<file path="config.mk">
export PLATFORM = sky130hd
export DESIGN_NAME = exp_regret_matching_softmax_top
export DESIGN_NICKNAME = d
export VERILOG_FILES = /design/src/design/erm_pkg.sv /design/src/design/erm_mul.sv /design/src/design/erm_div.sv /design/src/design/exp_regret_matching_softmax_top.sv
export SDC_FILE = /design/constraint.sdc
export NUM_CORES = 2
export LEC_CHECK = 0
export ABC_AREA = 1
export ABC_CLOCK_PERIOD_IN_PS = 9000
export BUFFER_PORTS_ARGS = -buffer_cell sky130_fd_sc_hd__buf_2
export CAP_MARGIN = 15
export CORE_AREA = 3 3 478 480
export DETAILED_ROUTE_END_ITERATION = 16
export DIE_AREA = 0 0 481 483
export GPL_ROUTABILITY_DRIVEN = 0
export SLEW_MARGIN = 10
export SYNTH_ARGS = -nofsm -noshare
export SYNTH_HDL_FRONTEND = slang
export SYNTH_SLANG_ARGS = --single-unit
</file>
<file path="constraint.sdc">
create_clock -name clk -period 9 [get_ports clk]
set_input_delay 0.45 -clock clk [delete_from_list [all_inputs] [get_ports clk]]
set_output_delay 0.45 -clock clk [all_outputs]
set_load 0.01 [all_outputs]
</file>
<file path="src/design/erm_pkg.sv">
// ----------------------------------------------------------------------------
// erm_pkg: shared types and constants for the exponential regret matching block
// Word layouts, sequencer states, register map and the exp bit table.
// ----------------------------------------------------------------------------
`default_nettype none

package erm_pkg;

  localparam int MAX_ACTIONS_DEF = 16;

  localparam int ADDR_W   = 3;
  localparam int DATA_W   = 32;
  localparam int LAMBDA_W = 16;
  localparam int REGRET_W = 32;
  localparam int PROB_W   = 17;
  localparam int AIDX_W   = 6;
  localparam int SUM_W    = 24;
  localparam int NUM_W    = 34;
  localparam int Q_W      = 20;
  localparam int ACC_W    = 33;
  localparam int EXP_W    = 32;
  localparam int PROD_W   = ACC_W + EXP_W;
  localparam int BIT_W    = 5;

  localparam logic [LAMBDA_W-1:0] LAMBDA_RESET = 16'd256;
  localparam logic [PROB_W-1:0]   ONE_Q16      = 17'd65536;
  localparam logic [ACC_W-1:0]    ACC_ONE      = 33'h1_0000_0000;
  localparam logic [BIT_W-1:0]    TOP_BIT      = 5'd19;

  // register index, taken from paddr[2]
  localparam logic REG_LAMBDA = 1'b0;

  typedef struct packed {
    logic signed [REGRET_W-1:0] regret;
    logic                       last;
  } erm_in_t;

  typedef struct packed {
    logic [PROB_W-1:0] prob;
    logic [AIDX_W-1:0] action_index;
    logic              run_end;
  } erm_out_t;

  typedef enum logic [3:0] {
    ST_LOAD,
    ST_START,
    ST_W_RD,
    ST_W_CHK,
    ST_W_MQ,
    ST_W_EXP,
    ST_W_MUL,
    ST_W_WR,
    ST_D_RD,
    ST_D_GO,
    ST_D_WAIT
  } erm_state_t;

  // round(2^32 * exp(-2^(b-16)))
  function automatic logic [EXP_W-1:0] exp_const(input logic [BIT_W-1:0] b);
    logic [EXP_W-1:0] e;
    case (b)
      5'd0:    e = 32'd4294901760;
      5'd1:    e = 32'd4294836226;
      5'd2:    e = 32'd4294705160;
      5'd3:    e = 32'd4294443040;
      5'd4:    e = 32'd4293918848;
      5'd5:    e = 32'd4292870656;
      5'd6:    e = 32'd4290775039;
      5'd7:    e = 32'd4286586875;
      5'd8:    e = 32'd4278222805;
      5'd9:    e = 32'd4261543595;
      5'd10:   e = 32'd4228380000;
      5'd11:   e = 32'd4162825044;
      5'd12:   e = 32'd4034748382;
      5'd13:   e = 32'd3790295335;
      5'd14:   e = 32'd3344923893;
      5'd15:   e = 32'd2605029347;
      5'd16:   e = 32'd1580030169;
      5'd17:   e = 32'd581260615;
      5'd18:   e = 32'd78665070;
      5'd19:   e = 32'd1440801;
      default: e = '0;
    endcase
    return e;
  endfunction

endpackage

`default_nettype wire

</file>
<file path="src/design/erm_mul.sv">
// ----------------------------------------------------------------------------
// erm_mul: shared registered multiplier
// Serves lambda*(max-regret) and every step of the exp product chain.
// ----------------------------------------------------------------------------
`default_nettype none

module erm_mul (
  input  wire logic                       clk,
  input  wire logic [erm_pkg::ACC_W-1:0]  a,
  input  wire logic [erm_pkg::EXP_W-1:0]  b,
  output logic      [erm_pkg::PROD_W-1:0] prod
);

  always_ff @(posedge clk) begin
    prod <= erm_pkg::PROD_W'(a) * erm_pkg::PROD_W'(b);
  end

endmodule

`default_nettype wire

</file>
<file path="src/design/erm_div.sv">
// ----------------------------------------------------------------------------
// erm_div: iterative restoring divider
// One quotient bit per cycle; the quotient is known to fit in 17 bits.
// ----------------------------------------------------------------------------
`default_nettype none

module erm_div (
  input  wire logic                       clk,
  input  wire logic                       rst,
  input  wire logic                       start,
  input  wire logic [erm_pkg::NUM_W-1:0]  num,
  input  wire logic [erm_pkg::SUM_W-1:0]  den,
  output logic                            busy,
  output logic      [erm_pkg::PROB_W-1:0] quot
);

  localparam int PW = erm_pkg::PROB_W;
  localparam int SW = erm_pkg::SUM_W;

  logic [SW-1:0] rem;
  logic [SW-1:0] den_r;
  logic [PW-1:0] qsh;
  logic [4:0]    step;
  logic [SW:0]   rem_sh;
  logic [SW:0]   rem_sub;
  logic          fits;

  assign rem_sh  = {rem, qsh[PW-1]};
  assign rem_sub = rem_sh - {1'b0, den_r};
  assign fits    = rem_sh >= {1'b0, den_r};
  assign quot    = qsh;

  always_ff @(posedge clk) begin
    if (rst) begin
      busy <= 1'b0;
      step <= '0;
    end else if (start) begin
      busy <= 1'b1;
      step <= 5'(PW);
    end else if (busy) begin
      step <= step - 5'd1;
      if (step == 5'd1) begin
        busy <= 1'b0;
      end
    end
  end

  always_ff @(posedge clk) begin
    if (start) begin
      // high part is below the divisor, since the quotient fits in PW bits
      rem   <= SW'(num[erm_pkg::NUM_W-1:PW]);
      qsh   <= num[PW-1:0];
      den_r <= den;
    end else if (busy) begin
      if (fits) begin
        rem <= rem_sub[SW-1:0];
        qsh <= {qsh[PW-2:0], 1'b1};
      end else begin
        rem <= rem_sh[SW-1:0];
        qsh <= {qsh[PW-2:0], 1'b0};
      end
    end
  end

endmodule

`default_nettype wire

</file>
<file path="src/design/exp_regret_matching_softmax_top.sv">
// Sequence: regret words are taken while loading; after the last word, a start state,
//   then a weight pass (skipped with no positive regret) that writes zero for a
//   non-positive action or on exp underflow, else multiplies in one exp constant per
//   set bit of q, then a divide pass per action, held longer under output stalls.
// Throughput: one combo at a time; no regret word is taken during the passes.
// Reset: synchronous, active high; clears count, max, sum, lambda (to 1.0), valid.
// ----------------------------------------------------------------------------
// exp_regret_matching_softmax_top: softmax over positive regrets
// Buffers one combo of regrets, computes exp weights and normalizes them (uniform when they sum to zero).
// ----------------------------------------------------------------------------
`default_nettype none

module exp_regret_matching_softmax_top #(
  parameter int MAX_ACTIONS = erm_pkg::MAX_ACTIONS_DEF
) (
  input  wire logic                        clk,
  input  wire logic                        rst,
  input  wire logic                        regret_valid,
  output logic                             regret_ready,
  input  wire erm_pkg::erm_in_t            regret_word,
  output logic                             prob_valid,
  input  wire logic                        prob_ready,
  output erm_pkg::erm_out_t                prob_word,
  input  wire logic                        psel,
  input  wire logic                        penable,
  input  wire logic                        pwrite,
  input  wire logic [erm_pkg::ADDR_W-1:0]  paddr,
  input  wire logic [erm_pkg::DATA_W-1:0]  pwdata,
  output logic      [erm_pkg::DATA_W-1:0]  prdata,
  output logic                             pready
);

  localparam int IDX_W = $clog2(MAX_ACTIONS);
  localparam int CNT_W = $clog2(MAX_ACTIONS + 1);

  erm_pkg::erm_state_t state, state_next;

  logic [erm_pkg::LAMBDA_W-1:0] lambda;
  logic [CNT_W-1:0]             count;
  logic signed [erm_pkg::REGRET_W-1:0] max_pos;
  logic [erm_pkg::SUM_W-1:0]    sum;
  logic [IDX_W-1:0]             idx;
  logic [erm_pkg::Q_W-1:0]      qreg;
  logic [erm_pkg::ACC_W-1:0]    acc;
  logic [erm_pkg::BIT_W-1:0]    bitn;
  logic [erm_pkg::PROB_W-1:0]   weight;

  logic [erm_pkg::REGRET_W-1:0] regret_mem [MAX_ACTIONS];
  logic [erm_pkg::PROB_W-1:0]   weight_mem [MAX_ACTIONS];
  logic [erm_pkg::REGRET_W-1:0] reg_rd;
  logic [erm_pkg::PROB_W-1:0]   w_rd;

  logic                          take;
  logic                          store_en;
  logic                          last_idx;
  logic                          reg_pos;
  logic                          uniform;
  logic                          out_free;
  logic [erm_pkg::REGRET_W-1:0]  diff;
  logic [erm_pkg::ACC_W-1:0]     mul_a;
  logic [erm_pkg::EXP_W-1:0]     mul_b;
  logic [erm_pkg::PROD_W-1:0]    prod;
  logic [erm_pkg::ACC_W-1:0]     rnd_src;
  logic [erm_pkg::ACC_W-1:0]     rnd_sum;
  logic                          div_start;
  logic                          div_busy;
  logic [erm_pkg::NUM_W-1:0]     div_num;
  logic [erm_pkg::SUM_W-1:0]     div_den;
  logic [erm_pkg::PROB_W-1:0]    div_quot;

  // configuration port
  assign pready = 1'b1;

  always_comb begin
    prdata = '0;
    if (paddr[2] == erm_pkg::REG_LAMBDA) begin
      prdata = erm_pkg::DATA_W'(lambda);
    end
  end

  always_ff @(posedge clk) begin
    if (rst) begin
      lambda <= erm_pkg::LAMBDA_RESET;
    end else if (psel && penable && pwrite && pready && paddr[2] == erm_pkg::REG_LAMBDA) begin
      lambda <= pwdata[erm_pkg::LAMBDA_W-1:0];
    end
  end

  assign take     = regret_valid && regret_ready;
  assign store_en = take && (count < CNT_W'(MAX_ACTIONS));
  assign last_idx = (CNT_W'(idx) == count - CNT_W'(1));
  assign reg_pos  = !reg_rd[erm_pkg::REGRET_W-1] && (reg_rd != '0);
  assign diff     = max_pos - reg_rd;
  assign uniform  = (max_pos == '0) || (sum == '0);
  assign out_free = !prob_valid || prob_ready;

  // buffers
  always_ff @(posedge clk) begin
    if (store_en) begin
      regret_mem[count[IDX_W-1:0]] <= regret_word.regret;
    end
    reg_rd <= regret_mem[idx];
  end

  always_ff @(posedge clk) begin
    if (state == erm_pkg::ST_W_WR) begin
      weight_mem[idx] <= weight;
    end
    w_rd <= weight_mem[idx];
  end

  // shared multiplier
  always_comb begin
    if (state == erm_pkg::ST_W_CHK) begin
      mul_a = erm_pkg::ACC_W'(diff);
      mul_b = erm_pkg::EXP_W'(lambda);
    end else begin
      mul_a = acc;
      mul_b = erm_pkg::exp_const(bitn);
    end
  end

  erm_mul u_mul (
    .clk  (clk),
    .a    (mul_a),
    .b    (mul_b),
    .prod (prod)
  );

  assign rnd_src = (state == erm_pkg::ST_W_MUL) ?
                   prod[erm_pkg::PROD_W-1:erm_pkg::EXP_W] : acc;
  assign rnd_sum = rnd_src + erm_pkg::ACC_W'(32768);

  // divider
  assign div_start = (state == erm_pkg::ST_D_GO);

  always_comb begin
    if (uniform) begin
      div_num = erm_pkg::NUM_W'(erm_pkg::ONE_Q16) + erm_pkg::NUM_W'(count >> 1);
      div_den = erm_pkg::SUM_W'(count);
    end else begin
      div_num = {1'b0, w_rd, 16'b0} + erm_pkg::NUM_W'(sum >> 1);
      div_den = sum;
    end
  end

  erm_div u_div (
    .clk   (clk),
    .rst   (rst),
    .start (div_start),
    .num   (div_num),
    .den   (div_den),
    .busy  (div_busy),
    .quot  (div_quot)
  );

  // sequencer
  always_ff @(posedge clk) begin
    if (rst) begin
      state <= erm_pkg::ST_LOAD;
    end else begin
      state <= state_next;
    end
  end

  always_comb begin
    state_next   = state;
    regret_ready = 1'b0;
    unique case (state)
      erm_pkg::ST_LOAD: begin
        regret_ready = 1'b1;
        if (regret_valid && regret_word.last) begin
          state_next = erm_pkg::ST_START;
        end
      end
      erm_pkg::ST_START: begin
        state_next = (max_pos != '0) ? erm_pkg::ST_W_RD : erm_pkg::ST_D_RD;
      end
      erm_pkg::ST_W_RD: begin
        state_next = erm_pkg::ST_W_CHK;
      end
      erm_pkg::ST_W_CHK: begin
        state_next = reg_pos ? erm_pkg::ST_W_MQ : erm_pkg::ST_W_WR;
      end
      erm_pkg::ST_W_MQ: begin
        state_next = (prod[47:28] != '0) ? erm_pkg::ST_W_WR : erm_pkg::ST_W_EXP;
      end
      erm_pkg::ST_W_EXP: begin
        if (qreg[bitn]) begin
          state_next = erm_pkg::ST_W_MUL;
        end else if (bitn == '0) begin
          state_next = erm_pkg::ST_W_WR;
        end
      end
      erm_pkg::ST_W_MUL: begin
        state_next = (bitn == '0) ? erm_pkg::ST_W_WR : erm_pkg::ST_W_EXP;
      end
      erm_pkg::ST_W_WR: begin
        state_next = last_idx ? erm_pkg::ST_D_RD : erm_pkg::ST_W_RD;
      end
      erm_pkg::ST_D_RD: begin
        state_next = erm_pkg::ST_D_GO;
      end
      erm_pkg::ST_D_GO: begin
        state_next = erm_pkg::ST_D_WAIT;
      end
      erm_pkg::ST_D_WAIT: begin
        if (!div_busy && out_free) begin
          state_next = last_idx ? erm_pkg::ST_LOAD : erm_pkg::ST_D_RD;
        end
      end
      default: begin
        state_next = erm_pkg::ST_LOAD;
      end
    endcase
  end

  // control counters and combo state
  always_ff @(posedge clk) begin
    if (rst) begin
      count   <= '0;
      max_pos <= '0;
      sum     <= '0;
      idx     <= '0;
    end else begin
      if (store_en) begin
        count <= count + CNT_W'(1);
        if (regret_word.regret > max_pos) begin
          max_pos <= regret_word.regret;
        end
      end
      if (state == erm_pkg::ST_START) begin
        idx <= '0;
      end
      if (state == erm_pkg::ST_W_WR) begin
        sum <= sum + erm_pkg::SUM_W'(weight);
        idx <= last_idx ? '0 : IDX_W'(idx + 1'b1);
      end
      if (state == erm_pkg::ST_D_WAIT && !div_busy && out_free) begin
        if (last_idx) begin
          // close the combo
          count   <= '0;
          max_pos <= '0;
          sum     <= '0;
          idx     <= '0;
        end else begin
          idx <= IDX_W'(idx + 1'b1);
        end
      end
    end
  end

  // exp datapath
  always_ff @(posedge clk) begin
    unique case (state)
      erm_pkg::ST_W_CHK: begin
        if (!reg_pos) begin
          weight <= '0;
        end
      end
      erm_pkg::ST_W_MQ: begin
        if (prod[47:28] != '0) begin
          weight <= '0;
        end else begin
          qreg <= prod[27:8];
          acc  <= erm_pkg::ACC_ONE;
          bitn <= erm_pkg::TOP_BIT;
        end
      end
      erm_pkg::ST_W_EXP: begin
        if (!qreg[bitn]) begin
          if (bitn == '0) begin
            weight <= rnd_sum[erm_pkg::ACC_W-1:16];
          end else begin
            bitn <= bitn - 1'b1;
          end
        end
      end
      erm_pkg::ST_W_MUL: begin
        acc <= prod[erm_pkg::PROD_W-1:erm_pkg::EXP_W];
        if (bitn == '0) begin
          weight <= rnd_sum[erm_pkg::ACC_W-1:16];
        end else begin
          bitn <= bitn - 1'b1;
        end
      end
      default: begin
      end
    endcase
  end

  // output register
  always_ff @(posedge clk) begin
    if (rst) begin
      prob_valid <= 1'b0;
    end else if (state == erm_pkg::ST_D_WAIT && !div_busy && out_free) begin
      prob_valid <= 1'b1;
    end else if (prob_ready) begin
      prob_valid <= 1'b0;
    end
  end

  always_ff @(posedge clk) begin
    if (state == erm_pkg::ST_D_WAIT && !div_busy && out_free) begin
      prob_word.prob         <= div_quot;
      prob_word.action_index <= erm_pkg::AIDX_W'(idx);
      prob_word.run_end      <= last_idx;
    end
  end

`ifndef SYNTHESIS
  a_count_bound: assert property (@(posedge clk) disable iff (rst)
    count <= CNT_W'(MAX_ACTIONS))
    else $error("action count beyond buffer depth");

  a_max_nonneg: assert property (@(posedge clk) disable iff (rst)
    !max_pos[erm_pkg::REGRET_W-1])
    else $error("max positive regret went negative");

  a_load_from_div: assert property (@(posedge clk) disable iff (rst)
    $rose(prob_valid) |-> $past(state == erm_pkg::ST_D_WAIT))
    else $error("result word loaded outside the divide pass");

  a_combo_closed: assert property (@(posedge clk) disable iff (rst)
    (state == erm_pkg::ST_D_WAIT && state_next == erm_pkg::ST_LOAD) |=>
      (count == '0 && max_pos == '0 && sum == '0))
    else $error("combo state not cleared at close");

  a_start_nonempty: assert property (@(posedge clk) disable iff (rst)
    state == erm_pkg::ST_START |-> count != '0)
    else $error("combo closed with no buffered action");
`endif

endmodule

`default_nettype wire

</file>
; ---- Word level (Yosys, flattened, before mapping)
; Memories as Yosys holds them, arrays and structs flattened. A register that Yosys moved wholly into a read port is not among the register bits.
; Index checks and enable logic that the tools add are counted.
[word_totals]
mem_bits_rw = 784
elab_cells = 160
rom_bits = 1024
inputBits = 75
memories = 3
out_inout_bits = 59
reg_bits = 319
[mem_list]
columns = name, depth, width, rd, rd_ports_with_merged_regs, write_ports, line_no
row1 = (no name shown), 32, 32, 1, 1, 0, erm_pkg.sv:61  ; case (b)
row2 = regret_mem, 16, 32, 1, 1, 1, exp_regret_matching_softmax_top.sv:48  ; logic [erm_pkg::REGRET_W-1:0] regret_mem [MAX_ACTIONS];
row3 = weight_mem, 16, 17, 1, 1, 1, exp_regret_matching_softmax_top.sv:49  ; logic [erm_pkg::PROB_W-1:0] weight_mem [MAX_ACTIONS];
[op_classes]
n_mux = 63
n_mul = 1
magnitude_cmp = 4
eq_ne = 19
reduce_logical = 34
n_bitwise = 2
add_sub_neg = 11
[op_table]
columns = operator, n
row1 = 2-to-1 mux 32 bit, 5
row2 = 2-to-1 mux 17 bit, 8
row3 = 2-to-1 mux 33 bit, 3
row4 = 2-to-1 mux 24 bit, 4
row5 = one-hot mux 17 bit (4 select lines), 1
row6 = one-hot mux 33 bit (2 select lines), 1
row7 = multiplier 33 x 32 -> 65 bit, 1
row8 = nonzero test 32 bit, 2
row9 = 2-to-1 mux 5 bit, 10
row10 = 2-to-1 mux 4 bit, 11
row11 = one-hot mux 4 bit (11 select lines), 1
row12 = adder 33 x 23 -> 34 bit, 1
row13 = 2-to-1 mux 34 bit, 1
row14 = "adder 33 x 16 -> 33 bit, second input constant", 1
row15 = greater-than comparator 32 bit, 1
row16 = zero test 32 bit, 1
row17 = subtractor 32 bit, 1
row18 = >= comparator 25 x 24 -> 1 bit, 1
row19 = adder 24 x 17 -> 24 bit, 1
row20 = zero test 24 bit, 1
row21 = subtractor 24 bit, 1
row22 = nonzero test 20 bit, 1
row23 = "adder 17 x 4 -> 18 bit, first input constant", 1
row24 = "equality test 4 x 3 -> 1 bit, second input constant", 4
row25 = other kinds (30), 71

; ---- Depth between registers and ports, before layout
[logic_depth]
ltp_word = 7
ltp_mapped = 46
ltp_nobuf = 45

; ---- Hierarchy
; A second synthesis with hierarchy kept.
[unflattened]
hier_cells = 10085
hier_area_um2 = 88857.7
[by_module_without_submodules]
columns = mod, cells_per_inst, n_inst, area_each_um2, seq_area_each_um2
row1 = exp_regret_matching_softmax_top, 4265, 1, 45623.8, 29798.6
row2 = erm_mul, 5117, 1, 38232.9, 1301.2
row3 = erm_div, 703, 1, 5001.0, 2001.9

; ---- Worst setup path after synthesis
; Ideal clock, no wire load.
[synth_path]
path_type = reg-to-reg
start = register max_pos[0] in the netlist's numbering
end = register u_mul.prod[56] in the netlist's numbering
path_buffers = 1
setup_ns = 0.112
t_required_ns = 8.888
arrival_time_ns = 7.979
path_slack_ns = 0.908
path_stages_with_launch = 38
cell_sequence = dfxtp_1 -> inv_1 -> ha_1 -> fa_1 -> o21ai_1 -> a21boi_1 -> o21ai_2 -> nand2_1 -> nand2_1 -> a21oi_1 -> or2_2 -> nand3_1 -> buf_2 -> a21oi_1 -> fa_1 -> fa_1 -> inv_1 -> fa_1 -> [2 not listed] -> fa_1 -> fa_1 -> fa_1 -> inv_1 -> fa_1 -> inv_1 -> ha_1 -> a21oi_1 -> inv_1 -> a21oi_1 -> inv_1 -> a21oi_1 -> a21boi_0 -> o21ai_0 -> a21oi_1 -> nand2_1 -> nand2_1 -> nand2_1
[synth_via]
elab_chain_cells = 3
[synth_lines]
columns = element, line_no
row1 = "start, declared", exp_regret_matching_softmax_top.sv:40  ; logic signed [erm_pkg::REGRET_W-1:0] max_pos;
row2 = "start signal, assigned", exp_regret_matching_softmax_top.sv:229  ; max_pos <= regret_word.regret;
row3 = subtractor 32 bit, exp_regret_matching_softmax_top.sv:93  ; assign diff = max_pos - reg_rd;
row4 = 2-to-1 mux 33 bit, exp_regret_matching_softmax_top.sv:114  ; if (state == erm_pkg::ST_W_CHK) begin
row5 = multiplier 33 x 32 -> 65 bit, erm_mul.sv:15  ; prod <= erm_pkg::PROD_W'(a) * erm_pkg::PROD_W'(b);
row6 = "end signal, assigned", erm_mul.sv:15
row7 = "end, declared", erm_mul.sv:11  ; output logic [erm_pkg::PROD_W-1:0] prod
; Every way passes these cells.
; A chain may end at the register's enable or synchronous reset.

; ---- Worst setup path after layout
[layout_path]
start = register reg_rd[26] in the netlist's numbering, read port of regret_mem
end = register u_mul.prod[49] in the netlist's numbering
[layout_via]
elab_chain_cells = 3
[layout_lines]
columns = element, line_no
row1 = "start, declared", exp_regret_matching_softmax_top.sv:50  ; logic [erm_pkg::REGRET_W-1:0] reg_rd;
row2 = subtractor 32 bit, exp_regret_matching_softmax_top.sv:93
row3 = 2-to-1 mux 33 bit, exp_regret_matching_softmax_top.sv:114
row4 = multiplier 33 x 32 -> 65 bit, erm_mul.sv:15
; Every way passes these cells.

==> reports/results.env <==
WORSTREG2REGSTART='reg_rd[26]'
SYNTH_AREA_LEADER_CELL='edfxtp_1'
DETAILROUTE.VIA_COUNT=66154
WORST-R2R-SETUP-SLACK_NS=0.21
ROUTE.ANTENNA.REMAINING_NETS=0
WORSTREG2REGEND='u_mul.prod[49]'
FIRST_ITER_VIOLATIONS=7020
GRT_OVERFLOW=0
AREA_DELTA_SYNTH_FINAL_PCT=14.07
SYNTH.YOSYS.WARNINGS=0
CLKTRANSATPATHREGS_NS=0.06
CP-STARTPOINT='reg_rd[26]'
SHARE_OF_POST_ROUTE_CELLS_WITH_DRIVE_STRENGTH_ABOVE_1=0.1193
POST-ROUTE-PERIOD-UTIL=0.9765
SETUP-TNS-FINAL_NS=0
WORSTPATHMAXFANOUT=6
WORST_R2R_PATH_DEPTH=35
SYNTH_LARGEST_TYPE_AREA_FRACTION=0.3315
FINAL_NET_COUNT=10786
DIE_W_UM=481
DIE_HEIGHT_UM=483
RELATIVE_SLEW_SLACK=0.2432
DRT_PASS1_ITERATIONS=7
MAX_STAGE_DELAY_NS=0.61
CTS_SINKS=1176
FINAL_WORST_PATH_PERIOD_NEED_NS=8.789
ROUTE.FINAL.WIRE_LENGTH_UM=276500
OUTCOME='complete, no violations'
CAPTURE_POINT_OF_THE_WORST_PATH='u_mul.prod[49]'
GRT_ANTENNA_BEFORE_REPAIR=21
START_KIND='flip-flop'
SYNTHFLOPTYPE='edfxtp_1'
MAX-CLOCK-PATH-BUFFERS=3
GR-USAGE-MET3=0.06615
SYNTH_AREA_MM2=0.08507
GRT_USAGE=0.2351
VIA_COUNT_OF_THE_FIRST_GLOBAL_ROUTING_PASS=66454
NETLIST_TOP_CELLS_AREA='edfxtp_1 (33%), fa_1 (22%), inv_1 (6.4%)'
CRITICALPATHCATEGORY='reg2reg'
CP_DATA_REQUIRED_TIME_NS=9.66
GLOBAL_ROUTE.PEAK_USAGE_LAYER='met2'
MIN_PATH_TYPE='in2reg'
IO_PINS=134
FMAXACHIEVABLE_GHz=0.1138
NETLIST_INSTANCES=9012
SYNTH_COMMONEST_CELLS='inv_1 (1,446), nor2_1 (1,389), nand2_1 (1,369)'
SLEW_VIOL_FINAL=0
DRV_CAP=0
SKEW_PAIR_LATE_INSERTION_DELAY_NS=0.78
TRITONCTS='yes'
AVGROUTEDWIREPERCELL_UM=22.14
CTSHTREEMAXLEVEL=3
SYNTHMOSTINSTANTIATEDCELL='inv_1'
MET2_USAGE=0.3586
TIMING.CRITICAL_PATH.ARRIVAL_NS=9.45
WORSTMARGINPINSLEW_NS=1.135
PORTBUFFERS=96
NUM_ROWS=174
CTS-BUFFERS-INSERTED=121
FINAL-SETUP-VIOL-COUNT=0
COREAREA_MM2=0.2247
LARGEST_NET_DEGREE_AT_THE_START_OF_GLOBAL_ROUTING=231
SEQ_AREA_FRAC_SYNTH=0.3872
CELL_CHOSEN_FOR_THE_CLOCK_ROOT='clkbuf_16'
SYNTH_ASYNC_SR_FLOP_SHARE=0
PLACE.DETAILED.HPWL_UM=205000
EDFF_COUNT_SYNTH=939
VIA_PER_INST=5.296
REMAINING_DRC_ERRORS=0
FLOORPLAN.INITIALDENSITY=0.3786
FILLERINSTANCES=21493
WORST_PATH_MAX_DELAY_CELL='fa_1'
POSTSYNTHREGISTERBITS=1176
PATH_COMMON_CELL='nand2_1'
SYNTHDISTINCTLIBCELLS=71
DIE-AREA_MM2=0.2323
GRT_PASS1_WL_UM=414700
ENDPOINT_KIND='flip-flop'
REPORT.FINAL.HOLD_VIOL_COUNT=0
CLOCK_SKEW_NS=0.08296
GROUTE.LAYER.MET1.USAGE=0.3151
SYNTH_AREA_PER_CELL_UM2=9.440
-- worst min path at each step --
stage | start | to | slack (ns) | depth (start not counted)
6_report | regret_word[1] | regret_mem[13][0] | 0.08 | 1
5_1_grt | regret_word[12] | regret_mem[1][11] | 0.05 | 1
4_1_cts | penable | lambda[8] | 0.02 | 3
3_5_place_dp | u_mul.prod[25] | qreg[17] | 0.39 | 0
3_3_place_gp | u_mul.prod[13] | qreg[5] | 0.39 | 0
2_1_floorplan | u_mul.prod[8] | qreg[0] | 0.39 | 0
-- registers in the layout (all words and copies together), names as in the netlist, 16 cells and up, named ones only --
name and count:
regret_mem 512, max_pos 32, u_div.quot 17, qreg 20, weight 17, u_div.rem 24
sum 24, acc 33, u_mul.prod 57, lambda 16, u_div.den_r 24, prob_word 22
reg_rd 32, w_rd 17, weight_mem 272
-- cell usage in the layout, fill, tap and decap left out, types with 30 or more instances in the layout --
cell type	count
inv_1	1435
xor2_1	74
a21oi_1	299
nand2_2	44
nor2_4	34
a21oi_2	32
nand4_1	90
ha_1	372
fa_1	906
o21ai_0	584
dfxtp_1	228
clkbuf_16	123
inv_2	34
clkinv_1	32
nor3_1	30
edfxtp_1	939
nor2_2	57
buf_2	96
nor2_1	1319
nand2_1	1345
o22ai_1	202
o21ai_1	49
nand3_1	198
buf_4	461
-- area by class of cell --
class,count,area [um^2],share of cell area
Tap cell,2992,3744,0.03858
Clock inverter,68,777.0,0.008007
Timing Repair Buffer,599,4556,0.04695
Inverter,1491,5612,0.05783
Multi-Input combinational cell,5996,46090,0.4750
Antenna cell,11,27.53,0.0002837
Sequential cell,1176,32960,0.3396
Clock buffer,159,3272,0.03372
-- metrics by stage --
step	hold slack, ns	worst slack [ns]	cell area [um^2]	cells	util
6_report	0.07596	0.2113	97040	12492	0.4319
5_1_grt	0.05464	-0.1609	97020	12485	0.4318
3_5_place_dp	0.3895	-0.2430	91780	12224	0.4085
3_3_place_gp	0.3866	-0.2235	91760	12223	0.4084
2_1_floorplan	0.3855	0.9083	85140	9029	-
4_1_cts	0.02488	-0.0000008882	96040	12467	0.4275
-- critical path, delay by kind of cell, from the launching register on --
| kind | cells | cell delay (ns) |
|---|---|---|
| adder cells (fa/ha/maj) | 10 | 4.60 |
| flip-flops | 1 | 0.42 |
| buffers and inverters | 7 | 0.95 |
| XOR/XNOR | 1 | 0.21 |
| AND/OR/NAND/NOR | 13 | 1.63 |
| AO/OA/AOI/OAI | 4 | 0.86 |
-- metal layers --
metal / share of wire / vias to the layer above
met5: 0.0010 / -
met1: 0.40 / 32658
li1: - / 29642
met2: 0.44 / 3167
met4: 0.049 / 18
met3: 0.11 / 669
-- kinds of logic after synthesis --
kind of cell	synth area share
and+or+nand+nor	0.1531
DFF	0.3872
AOI/OAI and AO/OA	0.08751
adders and majority gates	0.2770
other	0.00008828
buffers and inverters	0.08404
xor gates and xnor gates	0.01100
-- timing repair --
action | CTS | global route
hold buffers | 16 | 0
buffers inserted | 0 | 11
cloned | 0 | 1
setup endpoints to repair | 40 | 44
resized for setup | 19 | 217
hold endpoints to repair | 16 | 0
pin swaps | 2 | 67
Power is left out: the tool's default activity adds up to more than one toggle a clock period on the data nets, which glitch-free logic cannot reach.
